**src/hw/rtl/assert_macros.svh**
```systemverilog
// Assertion macros for the top-level RTL file of the LRU lookup block.
`ifndef ASSERT_MACROS_SVH
`define ASSERT_MACROS_SVH

// Same-cycle implication, sampled on clk, silent while arst_n is low.
`define FLRU_ASSERT_NOW(lbl, ante, cons) \
	lbl: assert property (@(posedge clk) disable iff (!arst_n) (ante) |-> (cons)) \
		else $error("assertion failed");

// Next-cycle implication, sampled on clk, silent while arst_n is low.
`define FLRU_ASSERT_NEXT(lbl, ante, cons) \
	lbl: assert property (@(posedge clk) disable iff (!arst_n) (ante) |=> (cons)) \
		else $error("assertion failed");

`endif

```
**src/hw/rtl/flru_pkg.sv**
```systemverilog
// Types and constants of the fully associative LRU lookup block.
package flru_pkg;

	localparam int ITEM_W = 12;   // item number width
	localparam int SLOT_W = 4;    // slot field width on the result
	localparam int IDX_W  = 6;    // slot number / rank width on the chain (up to 64 slots)
	localparam int DIV_SH = 24;   // shift of the reciprocal used for the item reduction

	typedef enum logic [2:0] {
		ST_IDLE,
		ST_DIV,
		ST_MOD,
		ST_FIND,
		ST_UPD
	} flru_state_t;

	// Search result, accumulated from cell to cell along the chain.
	typedef struct packed {
		logic              hit;
		logic [IDX_W-1:0]  hit_slot;
		logic [IDX_W-1:0]  hit_rank;
		logic [IDX_W-1:0]  vic_slot;
		logic              vic_full;
		logic [ITEM_W-1:0] vic_item;
	} flru_find_t;

	// Update broadcast to every cell.
	typedef struct packed {
		logic              en;
		logic              hit;
		logic [IDX_W-1:0]  slot;
		logic [IDX_W-1:0]  old_rank;
		logic [ITEM_W-1:0] key;
	} flru_upd_t;

endpackage

```
**src/hw/rtl/flru_cell.sv**
```systemverilog
// One slot of the lookup: item tag, occupancy and recency rank.
module flru_cell #(
	parameter int BLOCKS = 16,
	parameter int IDX    = 0
) (
	input  logic                          clk,
	input  logic                          arst_n,
	input  logic [flru_pkg::ITEM_W-1:0]   key,
	input  flru_pkg::flru_find_t          find_in,
	output flru_pkg::flru_find_t          find_out,
	input  flru_pkg::flru_upd_t           upd
);

	localparam int RANK_W = (BLOCKS > 1) ? $clog2(BLOCKS) : 1;
	localparam logic [RANK_W-1:0] RANK_RST = (IDX == 0) ? '0 : RANK_W'(BLOCKS - IDX);
	localparam logic [RANK_W-1:0] RANK_TOP = RANK_W'(BLOCKS - 1);
	localparam logic [flru_pkg::IDX_W-1:0] MY_IDX = flru_pkg::IDX_W'(IDX);

	logic [flru_pkg::ITEM_W-1:0] item_q;
	logic                        full_q;
	logic [RANK_W-1:0]           rank_q;
	logic                        match;
	logic                        victim;
	logic                        winner;

	assign match  = full_q && (item_q == key);
	assign victim = (rank_q == '0);
	assign winner = (upd.slot == MY_IDX);

	// Merge this slot into the search result; at most one slot matches, one has rank 0.
	always_comb begin
		find_out = find_in;
		if (match) begin
			find_out.hit      = 1'b1;
			find_out.hit_slot = find_in.hit_slot | MY_IDX;
			find_out.hit_rank = find_in.hit_rank | flru_pkg::IDX_W'(rank_q);
		end
		if (victim) begin
			find_out.vic_slot = find_in.vic_slot | MY_IDX;
			find_out.vic_full = find_in.vic_full | full_q;
			find_out.vic_item = find_in.vic_item | item_q;
		end
	end

	always_ff @(posedge clk or negedge arst_n) begin
		if (!arst_n) begin
			full_q <= 1'b0;
			rank_q <= RANK_RST;
		end else if (upd.en) begin
			if (winner) begin
				rank_q <= RANK_TOP;
				if (!upd.hit) begin
					full_q <= 1'b1;
				end
			end else if (rank_q > upd.old_rank[RANK_W-1:0]) begin
				rank_q <= rank_q - 1'b1;
			end
		end
	end

	always_ff @(posedge clk) begin
		if (upd.en && winner && !upd.hit) begin
			item_q <= upd.key;
		end
	end

endmodule

```
**src/hw/rtl/fully_associative_lru_lookup.sv**
```systemverilog
// Top level of the fully associative LRU lookup: control, item reduction and the slot chain.
//
//  channel | dir | tdata fields (lowest bit first)                            | tuser / tlast
//  s_      | in  | item_index[11:0], zero pad to 16 bits                      | none
//  m_      | out | hit, slot[3:0], evicted_valid, evicted_index[11:0], pad 24 | none
//
// A request passes through the reduction of the item number modulo ITEMS
// (reciprocal multiply, then the remainder), the search along the chain of slot
// cells, and the update of the cells together with the load of the result register.
// Requests are handled one at a time: a new one is taken only once the block is
// back in its idle state.
// Reset is asynchronous: every slot empty, recency order slot 0 first, then
// BLOCKS-1 down to 1; no clearing pass. A stalled result holds the block in its
// update step; a new request is still taken while the last result waits.
`include "assert_macros.svh"

module fully_associative_lru_lookup #(
	parameter int BLOCKS = 16,
	parameter int ITEMS  = 4096
) (
	input  logic        clk,
	input  logic        arst_n,
	input  logic        s_tvalid,
	output logic        s_tready,
	input  logic [15:0] s_tdata,   // [11:0] item_index, [15:12] zero
	output logic        m_tvalid,
	input  logic        m_tready,
	output logic [23:0] m_tdata    // [0] hit, [4:1] slot, [5] evicted_valid,
	                               // [17:6] evicted_index, [23:18] zero
);

	localparam int IW = flru_pkg::ITEM_W;
	localparam int RW = 24;
	// Reciprocal of ITEMS, exact floor quotient for any 12-bit item number.
	localparam longint unsigned RECIP_L = ((64'd1 << flru_pkg::DIV_SH) + ITEMS - 1) / ITEMS;
	localparam logic [RW-1:0]   RECIP   = RW'(RECIP_L);
	localparam logic [IW-1:0]   ITEMS_LO = IW'(ITEMS);

	flru_pkg::flru_state_t state_q, state_nxt;

	logic [IW-1:0]         item_q;
	logic [IW-1:0]         quot_q;
	logic [IW-1:0]         key_q;
	logic [IW+RW-1:0]      quot_prod;
	logic [IW-1:0]         rem_prod;
	flru_pkg::flru_find_t  find_q;
	flru_pkg::flru_find_t  chain [BLOCKS+1];
	flru_pkg::flru_upd_t   upd;
	logic                  upd_go;
	logic                  upd_stall;
	logic                  out_free;
	logic                  m_tvalid_q;
	logic [23:0]           m_tdata_q;
	logic                  ev_valid;

	assign out_free  = !m_tvalid_q || m_tready;
	assign upd_stall = (state_q == flru_pkg::ST_UPD) && !out_free;

	// ---- next state
	always_comb begin
		state_nxt = state_q;
		case (state_q)
			flru_pkg::ST_IDLE: if (s_tvalid) state_nxt = flru_pkg::ST_DIV;
			flru_pkg::ST_DIV:  state_nxt = flru_pkg::ST_MOD;
			flru_pkg::ST_MOD:  state_nxt = flru_pkg::ST_FIND;
			flru_pkg::ST_FIND: state_nxt = flru_pkg::ST_UPD;
			flru_pkg::ST_UPD:  if (out_free) state_nxt = flru_pkg::ST_IDLE;
			default:           state_nxt = flru_pkg::ST_IDLE;
		endcase
	end

	// ---- state outputs
	always_comb begin
		s_tready = 1'b0;
		upd_go   = 1'b0;
		case (state_q)
			flru_pkg::ST_IDLE: s_tready = 1'b1;
			flru_pkg::ST_UPD:  upd_go   = out_free;
			default: begin
				s_tready = 1'b0;
				upd_go   = 1'b0;
			end
		endcase
	end

	always_ff @(posedge clk or negedge arst_n) begin
		if (!arst_n) begin
			state_q <= flru_pkg::ST_IDLE;
		end else begin
			state_q <= state_nxt;
		end
	end

	// ---- item reduction: quotient by reciprocal, then remainder in 12 bits
	assign quot_prod = item_q * RECIP;
	assign rem_prod  = IW'(quot_q * ITEMS_LO);

	always_ff @(posedge clk) begin
		if (s_tvalid && s_tready) begin
			item_q <= s_tdata[IW-1:0];
		end
		if (state_q == flru_pkg::ST_DIV) begin
			quot_q <= quot_prod[flru_pkg::DIV_SH +: IW];
		end
		if (state_q == flru_pkg::ST_MOD) begin
			key_q <= item_q - rem_prod;
		end
	end

	// ---- chain of slot cells
	assign chain[0] = '0;

	for (genvar i = 0; i < BLOCKS; i++) begin : g_cell
		flru_cell #(
			.BLOCKS (BLOCKS),
			.IDX    (i)
		) u_cell (
			.clk      (clk),
			.arst_n   (arst_n),
			.key      (key_q),
			.find_in  (chain[i]),
			.find_out (chain[i+1]),
			.upd      (upd)
		);
	end

	// Hold the search result for the update step.
	always_ff @(posedge clk) begin
		if (state_q == flru_pkg::ST_FIND) begin
			find_q <= chain[BLOCKS];
		end
	end

	// Broadcast the winner; on a miss the victim has rank 0.
	always_comb begin
		upd.en       = upd_go;
		upd.hit      = find_q.hit;
		upd.slot     = find_q.hit ? find_q.hit_slot : find_q.vic_slot;
		upd.old_rank = find_q.hit ? find_q.hit_rank : '0;
		upd.key      = key_q;
	end

	assign ev_valid = !find_q.hit && find_q.vic_full;

	// ---- result register
	always_ff @(posedge clk or negedge arst_n) begin
		if (!arst_n) begin
			m_tvalid_q <= 1'b0;
		end else if (upd_go) begin
			m_tvalid_q <= 1'b1;
		end else if (m_tready) begin
			m_tvalid_q <= 1'b0;
		end
	end

	always_ff @(posedge clk) begin
		if (upd_go) begin
			m_tdata_q <= {6'd0,
			              ev_valid ? find_q.vic_item : {IW{1'b0}},
			              ev_valid,
			              upd.slot[flru_pkg::SLOT_W-1:0],
			              find_q.hit};
		end
	end

	assign m_tvalid = m_tvalid_q;
	assign m_tdata  = m_tdata_q;

	// ---- checks
	`FLRU_ASSERT_NEXT(a_accept_starts_div, s_tvalid && s_tready, state_q == flru_pkg::ST_DIV)
	`FLRU_ASSERT_NEXT(a_stall_holds_upd, upd_stall, state_q == flru_pkg::ST_UPD)
	`FLRU_ASSERT_NOW(a_hit_no_evict, m_tvalid && m_tdata[0], !m_tdata[5] && m_tdata[17:6] == 12'd0)
	`FLRU_ASSERT_NOW(a_no_evict_zero, m_tvalid && !m_tdata[5], m_tdata[17:6] == 12'd0)

endmodule

```
**config.mk**
```make
export PLATFORM = sky130hd
export DESIGN_NAME = fully_associative_lru_lookup
export DESIGN_NICKNAME = d
export VERILOG_FILES = /design/src/hw/rtl/flru_pkg.sv /design/src/hw/rtl/flru_cell.sv /design/src/hw/rtl/fully_associative_lru_lookup.sv
export VERILOG_INCLUDE_DIRS = /design/src /design/src/hw/rtl
export SDC_FILE = /design/constraint.sdc
export NUM_CORES = 1
export LEC_CHECK = 0
export BUFFER_PORTS_ARGS = -buffer_cell sky130_fd_sc_hd__buf_2
export CAP_MARGIN = 20
export CORE_MARGIN = 4
export CORE_UTILIZATION = 25
export DETAILED_ROUTE_END_ITERATION = 8
export PLACE_DENSITY = 0.46
export SKIP_LAST_GASP = 1
export SYNTH_ARGS = -nofsm -noshare
export SYNTH_HDL_FRONTEND = slang
export SYNTH_SLANG_ARGS = --single-unit
```
**constraint.sdc**
```tcl
create_clock -name clk -period 7.15 [get_ports clk]
set_input_delay 1.43 -clock clk [delete_from_list [all_inputs] [get_ports clk]]
set_output_delay 1.43 -clock clk [all_outputs]
set_load 0.01 [all_outputs]
```
# == Yosys cells after proc, flatten, opt, wreduce, memory -nomap -nowiden ==
# Cells that the tools add are included.
# totals
word_cells,384
inputBits,20
out_inout_bits,26
n_memories,0
register_bits,348
latch_bits,0
romBits,0
ramBits,0
# classes
n_bitwise,46
addsub,16
n_mul,0
n_eq_ne,37
div_mod_pow,0
muxes,73
reduce_logical,128
n_lt_le_gt_ge,16
shifts,0
# ops
operator,n
equality test 12 bit,16
OR 12 bit,15
2-to-1 mux 4 bit,35
2-to-1 mux 13 bit,6
OR 6 x 4 -> 6 bit,13
greater-than comparator 4 bit,16
logical NOT 4 bit,16
2-to-1 mux 16 bit,4
"subtractor 4 x 1 -> 4 bit, second input constant",16
2-to-1 mux 15 bit,4
logical AND 1 bit,50
"equality test 6 x 4 -> 1 bit, second input constant",8
AND reduction 3 bit,16
2-to-1 mux 14 bit,3
2-to-1 mux 9 bit,4
AND reduction 2 bit,17
nonzero test 2 bit,17
2-to-1 mux 8 bit,4
"equality test 6 x 3 -> 1 bit, second input constant",4
2-to-1 mux 7 bit,3
2-to-1 mux 6 bit,3
OR reduction 8 bit,2
OR 1 bit,15
one-hot mux 3 bit (5 select lines),1
other kinds (17),28

# == Depth between registers and ports, before layout ==
# Gate-level depths: netlist (run 1).
# depth
depth_word,33
ltp_mapped,10
depth_no_buf,8

# == Modules after synthesis ==
# A second synthesis (run 1) with hierarchy kept.
# hier_totals
cells_unflattened,1783
area_unflattened_um2,20661.1
# by_module_without_submodules
mod,n_inst,cells_per_inst,area_each_um2
flru_cell at g_cell[11].u_cell ...,3,102,1101.1
fully_associative_lru_lookup,1,125,2657.5
flru_cell at g_cell[5].u_cell ...,2,107,1176.1
flru_cell at g_cell[10].u_cell ...,2,102,1108.6
flru_cell at g_cell[6].u_cell,1,107,1174.9
flru_cell at g_cell[3].u_cell,1,106,1151.1
flru_cell at g_cell[12].u_cell,1,106,1149.9
flru_cell at g_cell[0].u_cell,1,104,1126.1
flru_cell at g_cell[1].u_cell,1,102,1111.1
flru_cell at g_cell[2].u_cell,1,102,1109.8
flru_cell at g_cell[8].u_cell,1,102,1107.3
flru_cell at g_cell[15].u_cell,1,103,1101.1
flru_cell at g_cell[14].u_cell,1,102,1099.8

# == Least setup slack after synthesis (run 1) ==
# OpenSTA, ideal clock, no wires.
# synth_path
kind,input to register
start,input port m_tready
end,"register g_cell[0].u_cell.item_q[0] (netlist bit), enable pin"
path_slack_ns,3.885
stages,7
t_arrival_ns,2.884
path_cell_list,nand2b_1 > nand2_1 > inv_1 > buf_2 > clkbuf_1 > nand2_1 > nor2_1
# synth_via
elab_chain_cells,4
# synth_lines
item,line,text
"start, declared",fully_associative_lru_lookup.sv:27,"input logic m_tready,"
logical OR 1 bit,fully_associative_lru_lookup.sv:56,assign out_free = !m_tvalid_q || m_tready;
2-to-1 mux 1 bit,fully_associative_lru_lookup.sv:76,case (state_q)
logical AND 1 bit (2 in a row),flru_cell.sv:62,if (upd.en && winner && !upd.hit) begin
"end signal, assigned",flru_cell.sv:63,item_q <= upd.key;
"end, declared",flru_cell.sv:19,logic [flru_pkg::ITEM_W-1:0] item_q;
# Every way passes these cells.
# A chain may end at the register's enable or synchronous reset.

==> impl_results.md, run 1 <==
* First drt pass iteration count at 5
* EDFF count, synth at 260
* Minimum clock period at 3.59 ns
* RSZ-0062 raised after global routing: no
* Synth cell count leaders: edfxtp_1 (260), xnor2_1 (123), xor2_1 (87)
* H-tree depth at 2
* Worst skew pair latency at 0.58 ns
* Synth warnings at 0
* Leakage at 7.63 nW
* Num CTS Buffers at 43
* Avg Vias per Cell at 5.14
* Met2 usage at 25.0%
* Setup violators final at 0
* Die height at 277 um
* GR met3 Demand/Resource at 2.54%
* IO Pins at 46
* Worst EP required at 7.34 ns
* Die Area at 76600 sq um
* Critical Path Start Type: flop
* Area growth from synthesis to layout at 16.8%
* Fraction of registers with async set/reset at 24.4%
* RePlAce Congestion at 0.892
* Via count at 12983
* DRT iter0 DRCs at 1210
* Post-CTS setup buffer count at 0
* WHS at 0.419 ns
* # nets final at 1646
* Outcome: finished, final reports clean
* GRT overflow at 0
* Routed len/inst at 24.6 um
* Data arrival time of the worst path at 3.78 ns
* M1 GR Usage at 22.5%
* Initial core utilization at 25.3%
* Post-route insts no fill at 2527
* Post-route clock period utilization at 50.2%
* Area contributors post-synth: edfxtp_1 (43%), dfrtp_1 (7.2%), xnor2_1 (6.0%), ha_1 (5.6%), dfstp_2 (4.7%)
* Final slew viol count at 0
* Most frequent cell after synthesis: edfxtp_1
* Slew margin rel. at 19.2%
* Register area share after synthesis at 55.1%
* Element type at the critical path end: flop
* Drt drc at 0
* Clock Skews at 0.0183 ns
* IR drop worst, VDD at 0.000164 V
* Syn Area/Cell at 12.4 sq um
* Yosys top cell by area: edfxtp_1
* FP Rows at 98
* Final core occ at 29.5%
* CTS Buffer Depth at 3
* IO buf count at 35
* DP Cell Count at 2446
* Synthesized cell area at 18100 sq um
* Worst-Margin Slew at 1.21 ns
* Antenna violations before repair at 0
* #FFs+latches synth at 344
* Core area at 71500 sq um
* Gr busiest metal: met2
* Top-area cell type share of the netlist area at 43.2%
* Crit path kind: flop to flop
* Hold buffers post-CTS at 0
* Netlist cell types at 75
* Upper clock frequency limit at 279 MHz
* CTS Sinks at 344
* Dpl hpwl at 45.1 mm
* MaxCap Viol Count at 0
* Critical path fanouts, max at 19
* TNS Setup at 0 ns
* Layout cells sized above 1 at 15.7%
* Worst min-delay path class: flop to flop
* Global Route Usage Sum at 15.8%
* Clock Root Buffer: clkbuf_16
* Antenna cells at 0
* Clock transition at the registers of the reported paths at 0.06 ns
* Post-route ant nets at 0
* Largest net degree at the start of global routing at 70
* Pre-CTS WS at 3.10 ns
* Top FF cell, synth: edfxtp_1
* Power Density at 374 nW/um^2
* Cells after synthesis at 1459
* Number of global-route vias before repair at 12769
* Final hold vios at 0
* Setup slack after layout at 3.56 ns
* CTS tree: yes
* Global-route wire length before repair at 90.6 mm
* Final WL at 62.2 mm
* Die W at 277 um
* Post-CTS Resized at 0
## cell type report
class / count / area, sq um
multi-input combinational: 1020 / 7740
tap: 950 / 1190
clock inverter: 25 / 274
clock buffer: 52 / 1130
inverter: 43 / 161
timing repair buffer: 93 / 634
fill: 7230 / 50400
sequential: 344 / 9950
## cell families after synthesis
| logic type | synth area share [%] |
|---|---|
| other cells | 0.0208 |
| simple gates | 13.8 |
| xor+xnor | 10.3 |
| fa+ha+maj | 5.61 |
| flops | 55.1 |
| compound gates | 11.6 |
| buf+inv | 3.02 |
| mux | 0.582 |
## metal layers
| layer | up-vias | wire, um |
|---|---|---|
| met4 | 0 | 1510 |
| met3 | 77 | 4060 |
| met2 | 505 | 28500 |
| li1 | 5804 | - |
| met1 | 6597 | 28200 |
| met5 | - | 0 |
## layout by cell type (no fill, tap or decap), drive strengths merged, types with 9 or more instances in the layout
cell | Yosys | layout
o21ai | 15 | 15
nor3 | 25 | 25
xnor2 | 124 | 124
and2 | 19 | 19
nand3 | 47 | 47
nor4 | 39 | 39
a31oi | 14 | 14
dfrtp | 52 | 52
a32oi | 19 | 19
o211ai | 14 | 14
dfstp | 32 | 32
or3 | 13 | 13
a221oi | 53 | 53
clkbuf | 22 | 52
nand4 | 67 | 67
ha | 81 | 81
xor2 | 87 | 87
buf | 35 | 93
o21a | 28 | 28
inv | 43 | 46
nor3b | 19 | 19
clkinv | 0 | 15
or2 | 22 | 22
a22o | 52 | 52
nand2 | 68 | 68
edfxtp | 260 | 260
a21boi | 9 | 9
nor2b | 20 | 20
and3 | 22 | 22
nor2 | 67 | 67
## worst max-delay path, stage by stage, from the launching register on
cell      delay [ns]
edfxtp_1        0.58
buf_4           0.39
mux2i_1         0.55
inv_1           0.18
nor2_2          0.48
nand2_1         0.22
nor2_2          0.76
## path summary, 6_finish.rpt
kind | from | endpoint | slack (ns) | cells after the start
max | find_q[31] | g_cell[9].u_cell.item_q[11] | 3.56 | 6
min | item_q[2] | key_q[2] | 0.42 | 0
max reg2reg | find_q[31] | g_cell[9].u_cell.item_q[11] | 3.56 | 6
min reg2reg | item_q[2] | key_q[2] | 0.42 | 0
max in group asynchronous | arst_n | g_cell[2].u_cell.rank_q[1] | 5.53 | 3
min in group asynchronous | arst_n | state_q[2] | 0.71 | 1
## stage by stage
| stage | area, sq um | power, mW |
|---|---|---|
| 2_1_floorplan | 18100 | 4.69 |
| 3_3_place_gp | 19600 | 5.62 |
| 3_5_place_dp | 19600 | 5.70 |
| 4_1_cts | 21000 | 7.94 |
| 5_1_grt | 21100 | 8.35 |
| 6_report | 21100 | 7.88 |
## state kept, by name, summed over array words and instances, names as in the netlist
signal,cells
key_q,12
g_cell.u_cell.rank_q,64
state_q,3
g_cell.u_cell.item_q,192
m_tdata,18
item_q,12
m_tvalid,1
g_cell.u_cell.full_q,16
find_q,26
## power by group
| group | total [mW] | switching [mW] | internal (mW) |
|---|---|---|---|
| Clock | 2.21 | 0.899 | 1.31 |
| Sequential | 3.05 | 0.377 | 2.68 |
| Combinational | 2.62 | 1.66 | 0.962 |
(Power assumes the default switching activity.)
==> inputs of run 2 (changes only) <==
--- a/config.mk
+++ b/config.mk
@@ -6,12 +6,13 @@
 export SDC_FILE = /design/constraint.sdc
 export NUM_CORES = 1
 export LEC_CHECK = 0
+export ABC_AREA = 1
 export BUFFER_PORTS_ARGS = -buffer_cell sky130_fd_sc_hd__buf_2
 export CAP_MARGIN = 20
 export CORE_MARGIN = 4
 export CORE_UTILIZATION = 25
 export DETAILED_ROUTE_END_ITERATION = 8
-export PLACE_DENSITY = 0.46
+export PLACE_DENSITY = 0.47
 export SKIP_LAST_GASP = 1
 export SYNTH_ARGS = -nofsm -noshare
 export SYNTH_HDL_FRONTEND = slang
==> constraint.sdc (replaced) <==
create_clock -name clk -period 3.3 [get_ports clk]
set_input_delay 0.66 -clock clk [delete_from_list [all_inputs] [get_ports clk]]
set_output_delay 0.66 -clock clk [all_outputs]
set_load 0.01 [all_outputs]
==> run 2 against run 1 <==
Effect of this change: clock power rose by 100%; critical path type unchanged; sequential power rose by 110%; critical path depth unchanged; largest cell class unchanged.
==> impl_results.md, run 2 <==
* CTS tree: yes (unchanged)
* Post-route clock period utilization at 81.3% (was 50.2%)
* Commonest cells after routing, fill and taps aside: nand2_1 (627), inv_1 (313), edfxtp_1 (260) (was edfxtp_1 (260), xnor2_1 (123), xor2_1 (87))
* Synth warnings at 0 (unchanged)
* Synth cell count leaders: nand2_1 (627), inv_1 (313), edfxtp_1 (260) (was edfxtp_1 (260), xnor2_1 (123), xor2_1 (87))
* Clock Root Buffer: clkbuf_16 (unchanged)
* Routed len/inst at 20.6 um (was 24.6 um)
* Global Route Usage Sum at 16.5% (was 15.8%)
* Clock transition at the registers of the reported paths at 0.06 ns (about the same)
* Antenna violations before repair at 0 (unchanged)
* Area contributors post-synth: edfxtp_1 (41%), nand2_1 (12%), dfrtp_1 (6.8%), inv_1 (6.2%), ha_1 (5.3%) (was edfxtp_1 (43%), dfrtp_1 (7.2%), xnor2_1 (6.0%), ha_1 (5.6%), dfstp_2 (4.7%))
* Avg Vias per Cell at 4.79 (was 5.14)
* Cells after synthesis at 2229 (was 1459)
* Top-area cell type share of the netlist area at 41.1% (was 43.2%)
* Data arrival time of the worst path at 2.97 ns (was 3.78 ns)
* Setup violators final at 0 (unchanged)
* #FFs+latches synth at 344 (unchanged)
* Pre-CTS WS at 0.646 ns (was 3.10 ns)
* Synthesized cell area at 19000 sq um (was 18100 sq um)
* Num CTS Buffers at 41 (was 43)
* Commonest non-fill, non-tap cell in the layout: nand2_1 (was edfxtp_1)
* RSZ-0062 raised after global routing: no (unchanged)
* Upper clock frequency limit at 373 MHz (was 279 MHz)
* Synth Area in Compound Gates at 8.89% (was 11.6%)
* Critical Path Start Type: flop (unchanged)
* Post-CTS setup buffer count at 0 (unchanged)
* Dpl hpwl at 50.1 mm (was 45.1 mm)
* Layout cells sized above 1 at 10.6% (was 15.7%)
* Yosys top cell by area: edfxtp_1 (unchanged)
* Drt drc at 0 (unchanged)
* Critical path fanouts, max at 10 (was 19)
* FP Rows at 100 (was 98)
* Most frequent cell after synthesis: nand2_1 (was edfxtp_1)
* Biggest regs: g_cell.u_cell.item_q: 192 flops, g_cell.u_cell.rank_q: 64 flops, find_q: 26 flops (unchanged)
* Core area at 74800 sq um (was 71500 sq um)
* Final hold vios at 0 (unchanged)
* Element type at the critical path end: flop (unchanged)
* Crit-path most repeated cell: nand3_1 (was nor2_2)
* Clock Skews at 0.0231 ns (was 0.0183 ns)
* Hold buffers post-CTS at 0 (unchanged)
* Post-CTS Resized at 0 (unchanged)
* GRT overflow at 0 (unchanged)
* Slowest cell on crit path: nor4_1 (was nor2_2)
* CP top delay family: simple AND/OR/NAND/NOR gates (unchanged)
* Reg with most FFs: g_cell.u_cell.item_q (unchanged)
* Antenna cells at 0 (unchanged)
* Crit path buffers/inverters at 1 (was 2)
* Die height at 284 um (was 277 um)
* Die W at 284 um (was 277 um)
* Number of flip-flops in the largest register at 192 (unchanged)
* DRT iter0 DRCs at 1706 (was 1210)
* CTS Sinks at 344 (unchanged)
* Netlist cell types at 41 (was 75)
* Worst-path cell chain: inv_1, ha_1, nand3_1, o22ai_1, nor4_1, nand3_1 (was buf_4, mux2i_1, inv_1, nor2_2, nand2_1, nor2_2)
* DP Cell Count at 3254 (was 2446)
* MaxCap Viol Count at 0 (unchanged)
* Worst-Margin Slew at 0.863 ns (was 1.21 ns)
* IO Pins at 46 (unchanged)
* Worst min-delay path class: input pin to async pin (was flop to flop)
* Largest family of logic cells by synthesized area: simple AND/OR/NAND/NOR gates (unchanged)
* Register area share after synthesis at 52.4% (was 55.1%)
* Fraction of registers with async set/reset at 24.4% (unchanged)
* Slew margin rel. at 42.2% (was 19.2%)
* Area growth from synthesis to layout at 15.4% (was 16.8%)
* Delay of the slowest critical-path stage at 0.63 ns (was 0.76 ns)
* Post-Synth Simple-Gate Area at 24.0% (was 13.8%)
* CTS Buffer Depth at 3 (unchanged)
* TNS Setup at 0 ns (unchanged)
* Top FF cell, synth: edfxtp_1 (unchanged)
* Die Area at 80500 sq um (was 76600 sq um)
* Number of global-route vias before repair at 15137 (was 12769)
* IO buf count at 35 (unchanged)
* IR drop worst, VDD at 0.000377 V (was 0.000164 V)
* # nets final at 2429 (was 1646)
* Crit path kind: flop to flop (unchanged)
* Post-route ant nets at 0 (unchanged)
* Setup slack after layout at 0.617 ns (was 3.56 ns)
* Final Total Pwr at 18.4 mW (was 7.88 mW)
* Largest net degree at the start of global routing at 51 (was 70)
* Via count at 15958 (was 12983)
* Xor and xnor area share after synthesis at 1.01% (was 10.3%)
* Syn Area/Cell at 8.52 sq um (was 12.4 sq um)
* Minimum clock period at 2.68 ns (was 3.59 ns)
* Mux share of post-synthesis cell area at 0% (was 0.582%)
* Global-route wire length before repair at 99.9 mm (was 90.6 mm)
* Final slew viol count at 0 (unchanged)
* H-tree depth at 2 (unchanged)
* First drt pass iteration count at 6 (was 5)
* Final WL at 68.4 mm (was 62.2 mm)
* Worst skew pair latency at 0.59 ns (was 0.58 ns)
* Initial core utilization at 25.4% (was 25.3%)
* Leakage at 9.63 nW (was 7.63 nW)
* Worst EP required at 3.58 ns (was 7.34 ns)
* RePlAce Congestion at 0.949 (was 0.892)
* Adder-cell share of the synthesized area at 5.33% (was 5.61%)
* Post-route insts no fill at 3329 (was 2527)
* Power Density at 838 nW/um^2 (was 374 nW/um^2)
* EDFF count, synth at 260 (unchanged)
* Outcome: finished, final reports clean (unchanged)
run 2: changes by cell type in the layout (fill, tap and decap cells not counted), moves of 104 or more:
cell	before	now
nand2_1	68	627
inv_1	39	313
nor2_1	64	201
nand3_1	47	177
xnor2_1	123	19
o21ai_0	13	122
run 2: final timing paths:
path                                                  from                    endpoint  slack, ns  depth (start not counted)
worst max-delay path            g_cell[1].u_cell.rank_q[0]                   find_q[6]       0.62                          6
worst max register to register  g_cell[1].u_cell.rank_q[0]                   find_q[6]       0.62                          6
max in group asynchronous                           arst_n  g_cell[3].u_cell.rank_q[3]       2.33                          2
worst min register to register                   item_q[5]                    key_q[5]       0.42                          0
worst min-delay path                                arst_n  g_cell[6].u_cell.rank_q[2]       0.15                          1
min in group clk                                s_tdata[5]                   item_q[5]       0.25                          1
run 2: per-stage QoR:
step | hold WS, ns | instance area [sq um] | util, %
5_1_grt | 0.201 | 21900 | 29.3
4_1_cts | 0.148 | 21900 | 29.3
3_5_place_dp | 0.405 | 20600 | 27.6
2_1_floorplan | 0.364 | 19000 | -
6_report | 0.150 | 21900 | 29.3
3_3_place_gp | 0.401 | 20600 | 27.6
run 2: cell type report:
type	count	area [sq um]
Timing Repair Buffer	106	761
Tap cell	969	1210
Inverter	331	1240
Clock buffer	52	1080
Multi-Input combinational cell	1504	7480
Clock inverter	23	206
Fill cell	7938	52900
Sequential cell	344	9950
run 2: per-layer routing:
layer	routed length (um)	GRT usage (%)	share of wire (%)
met2	30700	26.2	45
met1	30900	23.0	45
met5	0	0	0
met3	4530	2.09	6.6
met4	2350	5.99	3.4
run 2: cell families (layout without fill, tap and decap cells):
logic type      after synthesis  after routing
flops                       344            344
compound gates              298            298
xor+xnor                     22             22
fa+ha+maj                    81             81
other cells                   1              6
simple gates               1097           1097
buf+inv                     386            512
run 2: report_power, final:
part / internal [mW] / switching [mW] / leakage (nW)
clock: 2.55 / 1.93 / 0.633
sequential: 5.87 / 0.568 / 3.27
combinational: 2.29 / 5.16 / 5.72
total: 10.7 / 7.66 / 9.63
==> inputs of run 3 (changes only) <==
==> constraint.sdc (replaced) <==
create_clock -name clk -period 2.3 [get_ports clk]
set_input_delay 0.46 -clock clk [delete_from_list [all_inputs] [get_ports clk]]
set_output_delay 0.46 -clock clk [all_outputs]
set_load 0.01 [all_outputs]
==> run 3 against run 2 <==
Effect of this change: sequential power rose by 43%; non-clock buffer count up 93; critical path type unchanged; sequential share of layout area fell by 2.6 points; via count up 2.1%; largest power group unchanged; highest routed layer unchanged; global-route usage increased by 0.69 points; register-to-register slack worse by 0.57 ns.
==> impl_results.md, run 3 (synthesized netlist as in run 2, its figures left out) <==
* Minimum clock period at 2.25 ns (was 2.68 ns)
* DRT iter0 DRCs at 1702 (was 1706)
* Setup slack after layout at 0.0455 ns (was 0.617 ns)
* R2r setup slk at 0.05 ns (was 0.62 ns)
* Final instance area at 23200 sq um (was 21900 sq um)
* Reg with most FFs: g_cell.u_cell.item_q (unchanged)
* Data arrival time of the worst path at 2.56 ns (was 2.97 ns)
* Post-route clock period utilization at 98.0% (was 81.3%)
* Worst-Margin Slew at 0.621 ns (was 0.863 ns)
* Final WL at 70.8 mm (was 68.4 mm)
* Post-route ant nets at 0 (unchanged)
* Commonest cells after routing, fill and taps aside: nand2_1 (623), inv_1 (309), edfxtp_1 (260) (was nand2_1 (627), inv_1 (313), edfxtp_1 (260))
* IO buf count at 35 (unchanged)
* TNS Setup at 0 ns (unchanged)
* Core area at 74800 sq um (unchanged)
* FP Rows at 100 (unchanged)
* Leakage at 10.2 nW (was 9.63 nW)
* Antenna cells at 0 (unchanged)
* First drt pass iteration count at 6 (unchanged)
* Via count at 16291 (was 15958)
* Upper clock frequency limit at 444 MHz (was 373 MHz)
* Element type at the critical path end: flop (unchanged)
* Die Area at 80500 sq um (unchanged)
* Commonest non-fill, non-tap cell in the layout: nand2_1 (unchanged)
* Worst min-delay path class: input pin to flop (was input pin to async pin)
* Global-route wire length before repair at 104 mm (was 99.9 mm)
* Reg area at 9950 sq um (unchanged)
* Outcome: finished, final reports clean (unchanged)
* Die height at 284 um (unchanged)
* Clock Root Buffer: clkbuf_16 (unchanged)
* Final slew viol count at 0 (unchanged)
* Antenna violations before repair at 0 (unchanged)
* Routed len/inst at 20.6 um (about the same)
* Die W at 284 um (unchanged)
* Power Density at 1200 nW/um^2 (was 838 nW/um^2)
* Global Route Usage Sum at 17.2% (was 16.5%)
* Setup violators final at 0 (unchanged)
* Biggest regs: g_cell.u_cell.item_q: 192 flops, g_cell.u_cell.rank_q: 64 flops, find_q: 26 flops (unchanged)
* Area after DPL at 21800 sq um (was 20600 sq um)
* Final hold vios at 0 (unchanged)
* Pre-CTS WS at -0.102 ns (was 0.646 ns)
* H-tree depth at 2 (unchanged)
* CTS Buffer Depth at 3 (unchanged)
* RePlAce Congestion at 0.923 (was 0.949)
* Num CTS Buffers at 44 (was 41)
* Multi-input gate area at 7590 sq um (was 7480 sq um)
* # fillers at 7841 (was 7938)
* RSZ-0062 raised after global routing: yes (was no)
* Dpl hpwl at 52.8 mm (was 50.1 mm)
* Worst skew pair latency at 0.58 ns (was 0.59 ns)
* IO Pins at 46 (unchanged)
* Layout cells sized above 1 at 15.2% (was 10.6%)
* Slew margin rel. at 58.1% (was 42.2%)
* MaxCap Viol Count at 0 (unchanged)
* Crit path kind: flop to flop (unchanged)
* Number of flip-flops in the largest register at 192 (unchanged)
* Initial core utilization at 25.4% (unchanged)
* Clock Skews at 0.0120 ns (was 0.0231 ns)
* Avg Vias per Cell at 4.75 (was 4.79)
* Final Total Pwr at 27.9 mW (was 18.4 mW)
* CTS tree: yes (unchanged)
* # nets final at 2525 (was 2429)
* Largest net degree at the start of global routing at 39 (was 51)
* Drt drc at 0 (unchanged)
* CTS Sinks at 344 (unchanged)
* Number of global-route vias before repair at 15743 (was 15137)
* Critical Path Start Type: flop (unchanged)
* Critical path fanouts, max at 14 (was 10)
* Worst EP required at 2.61 ns (was 3.58 ns)
* Area growth from synthesis to layout at 22.4% (was 15.4%)
* Clock transition at the registers of the reported paths at 0.06 ns (about the same)
* Final core occ at 31.1% (was 29.3%)
* GRT overflow at 0 (unchanged)
* IR drop worst, VDD at 0.000450 V (was 0.000377 V)
run 3: what timing repair did:
item                                   in CTS  in global routing
setup endpoints to repair                  10                125
cloned                                      0                  0
hold buffers                                1                  0
endpoints found under the hold margin      17                  0
pin swaps                                   1                  6
gates resized for setup                     6                 29
buffers inserted                            0                  1
run 3: worst paths after layout:
| path | start | endpoint | depth (start not counted) |
|---|---|---|---|
| setup / recovery | g_cell[5].u_cell.rank_q[0] | find_q[2] | 8 |
| hold / removal | s_tdata[10] | item_q[10] | 1 |
| setup reg to reg | g_cell[5].u_cell.rank_q[0] | find_q[2] | 8 |
| hold reg to reg | item_q[0] | key_q[0] | 0 |
| max in group asynchronous | arst_n | g_cell[15].u_cell.rank_q[0] | 3 |
| min in group asynchronous | arst_n | g_cell[3].u_cell.rank_q[1] | 2 |
run 3: routing by layer:
metal / vias to the layer above / part of all wire (%) / track usage, % / routed length, um
met3: 109 / 6.6 / 2.56 / 4690
li1: 7785 / - / - / -
met5: - / 0 / 0 / 0
met2: 579 / 46 / 28.0 / 32500
met4: 0 / 3.3 / 5.71 / 2320
met1: 7818 / 44 / 23.3 / 31300
run 3: area by class of cell:
cell class | count | share of cell area [%]
Tap cell | 969 | 5.21
Inverter | 331 | 5.39
Multi-Input combinational cell | 1504 | 32.6
Clock inverter | 23 | 0.570
Clock buffer | 59 | 5.16
Sequential cell | 344 | 42.8
Timing Repair Buffer | 199 | 8.24
run 3: report_power, final:
part / leakage (nW) / internal, mW / switching [mW]
logic: 6.33 / 4.39 / 7.80
clock network: 0.648 / 3.76 / 2.81
registers: 3.27 / 8.42 / 0.773
total: 10.2 / 16.6 / 11.4
run 3: per-stage QoR:
stage,hold slack (ns),instances
CTS,0.0181,3428
global placement,0.406,3345
finish,0.0552,3429
detailed placement,0.405,3345
global route,0.0281,3429
floorplan,0.164,2234
run 3: critical path, stage by stage (launching register included):
cell and delay [ns]:
dfstp_2 0.53, inv_1 0.09, ha_1 0.24, nand3_1 0.14, buf_12 0.17, o22ai_1 0.14, nor4_2 0.38, buf_4 0.18
nand2_1 0.08
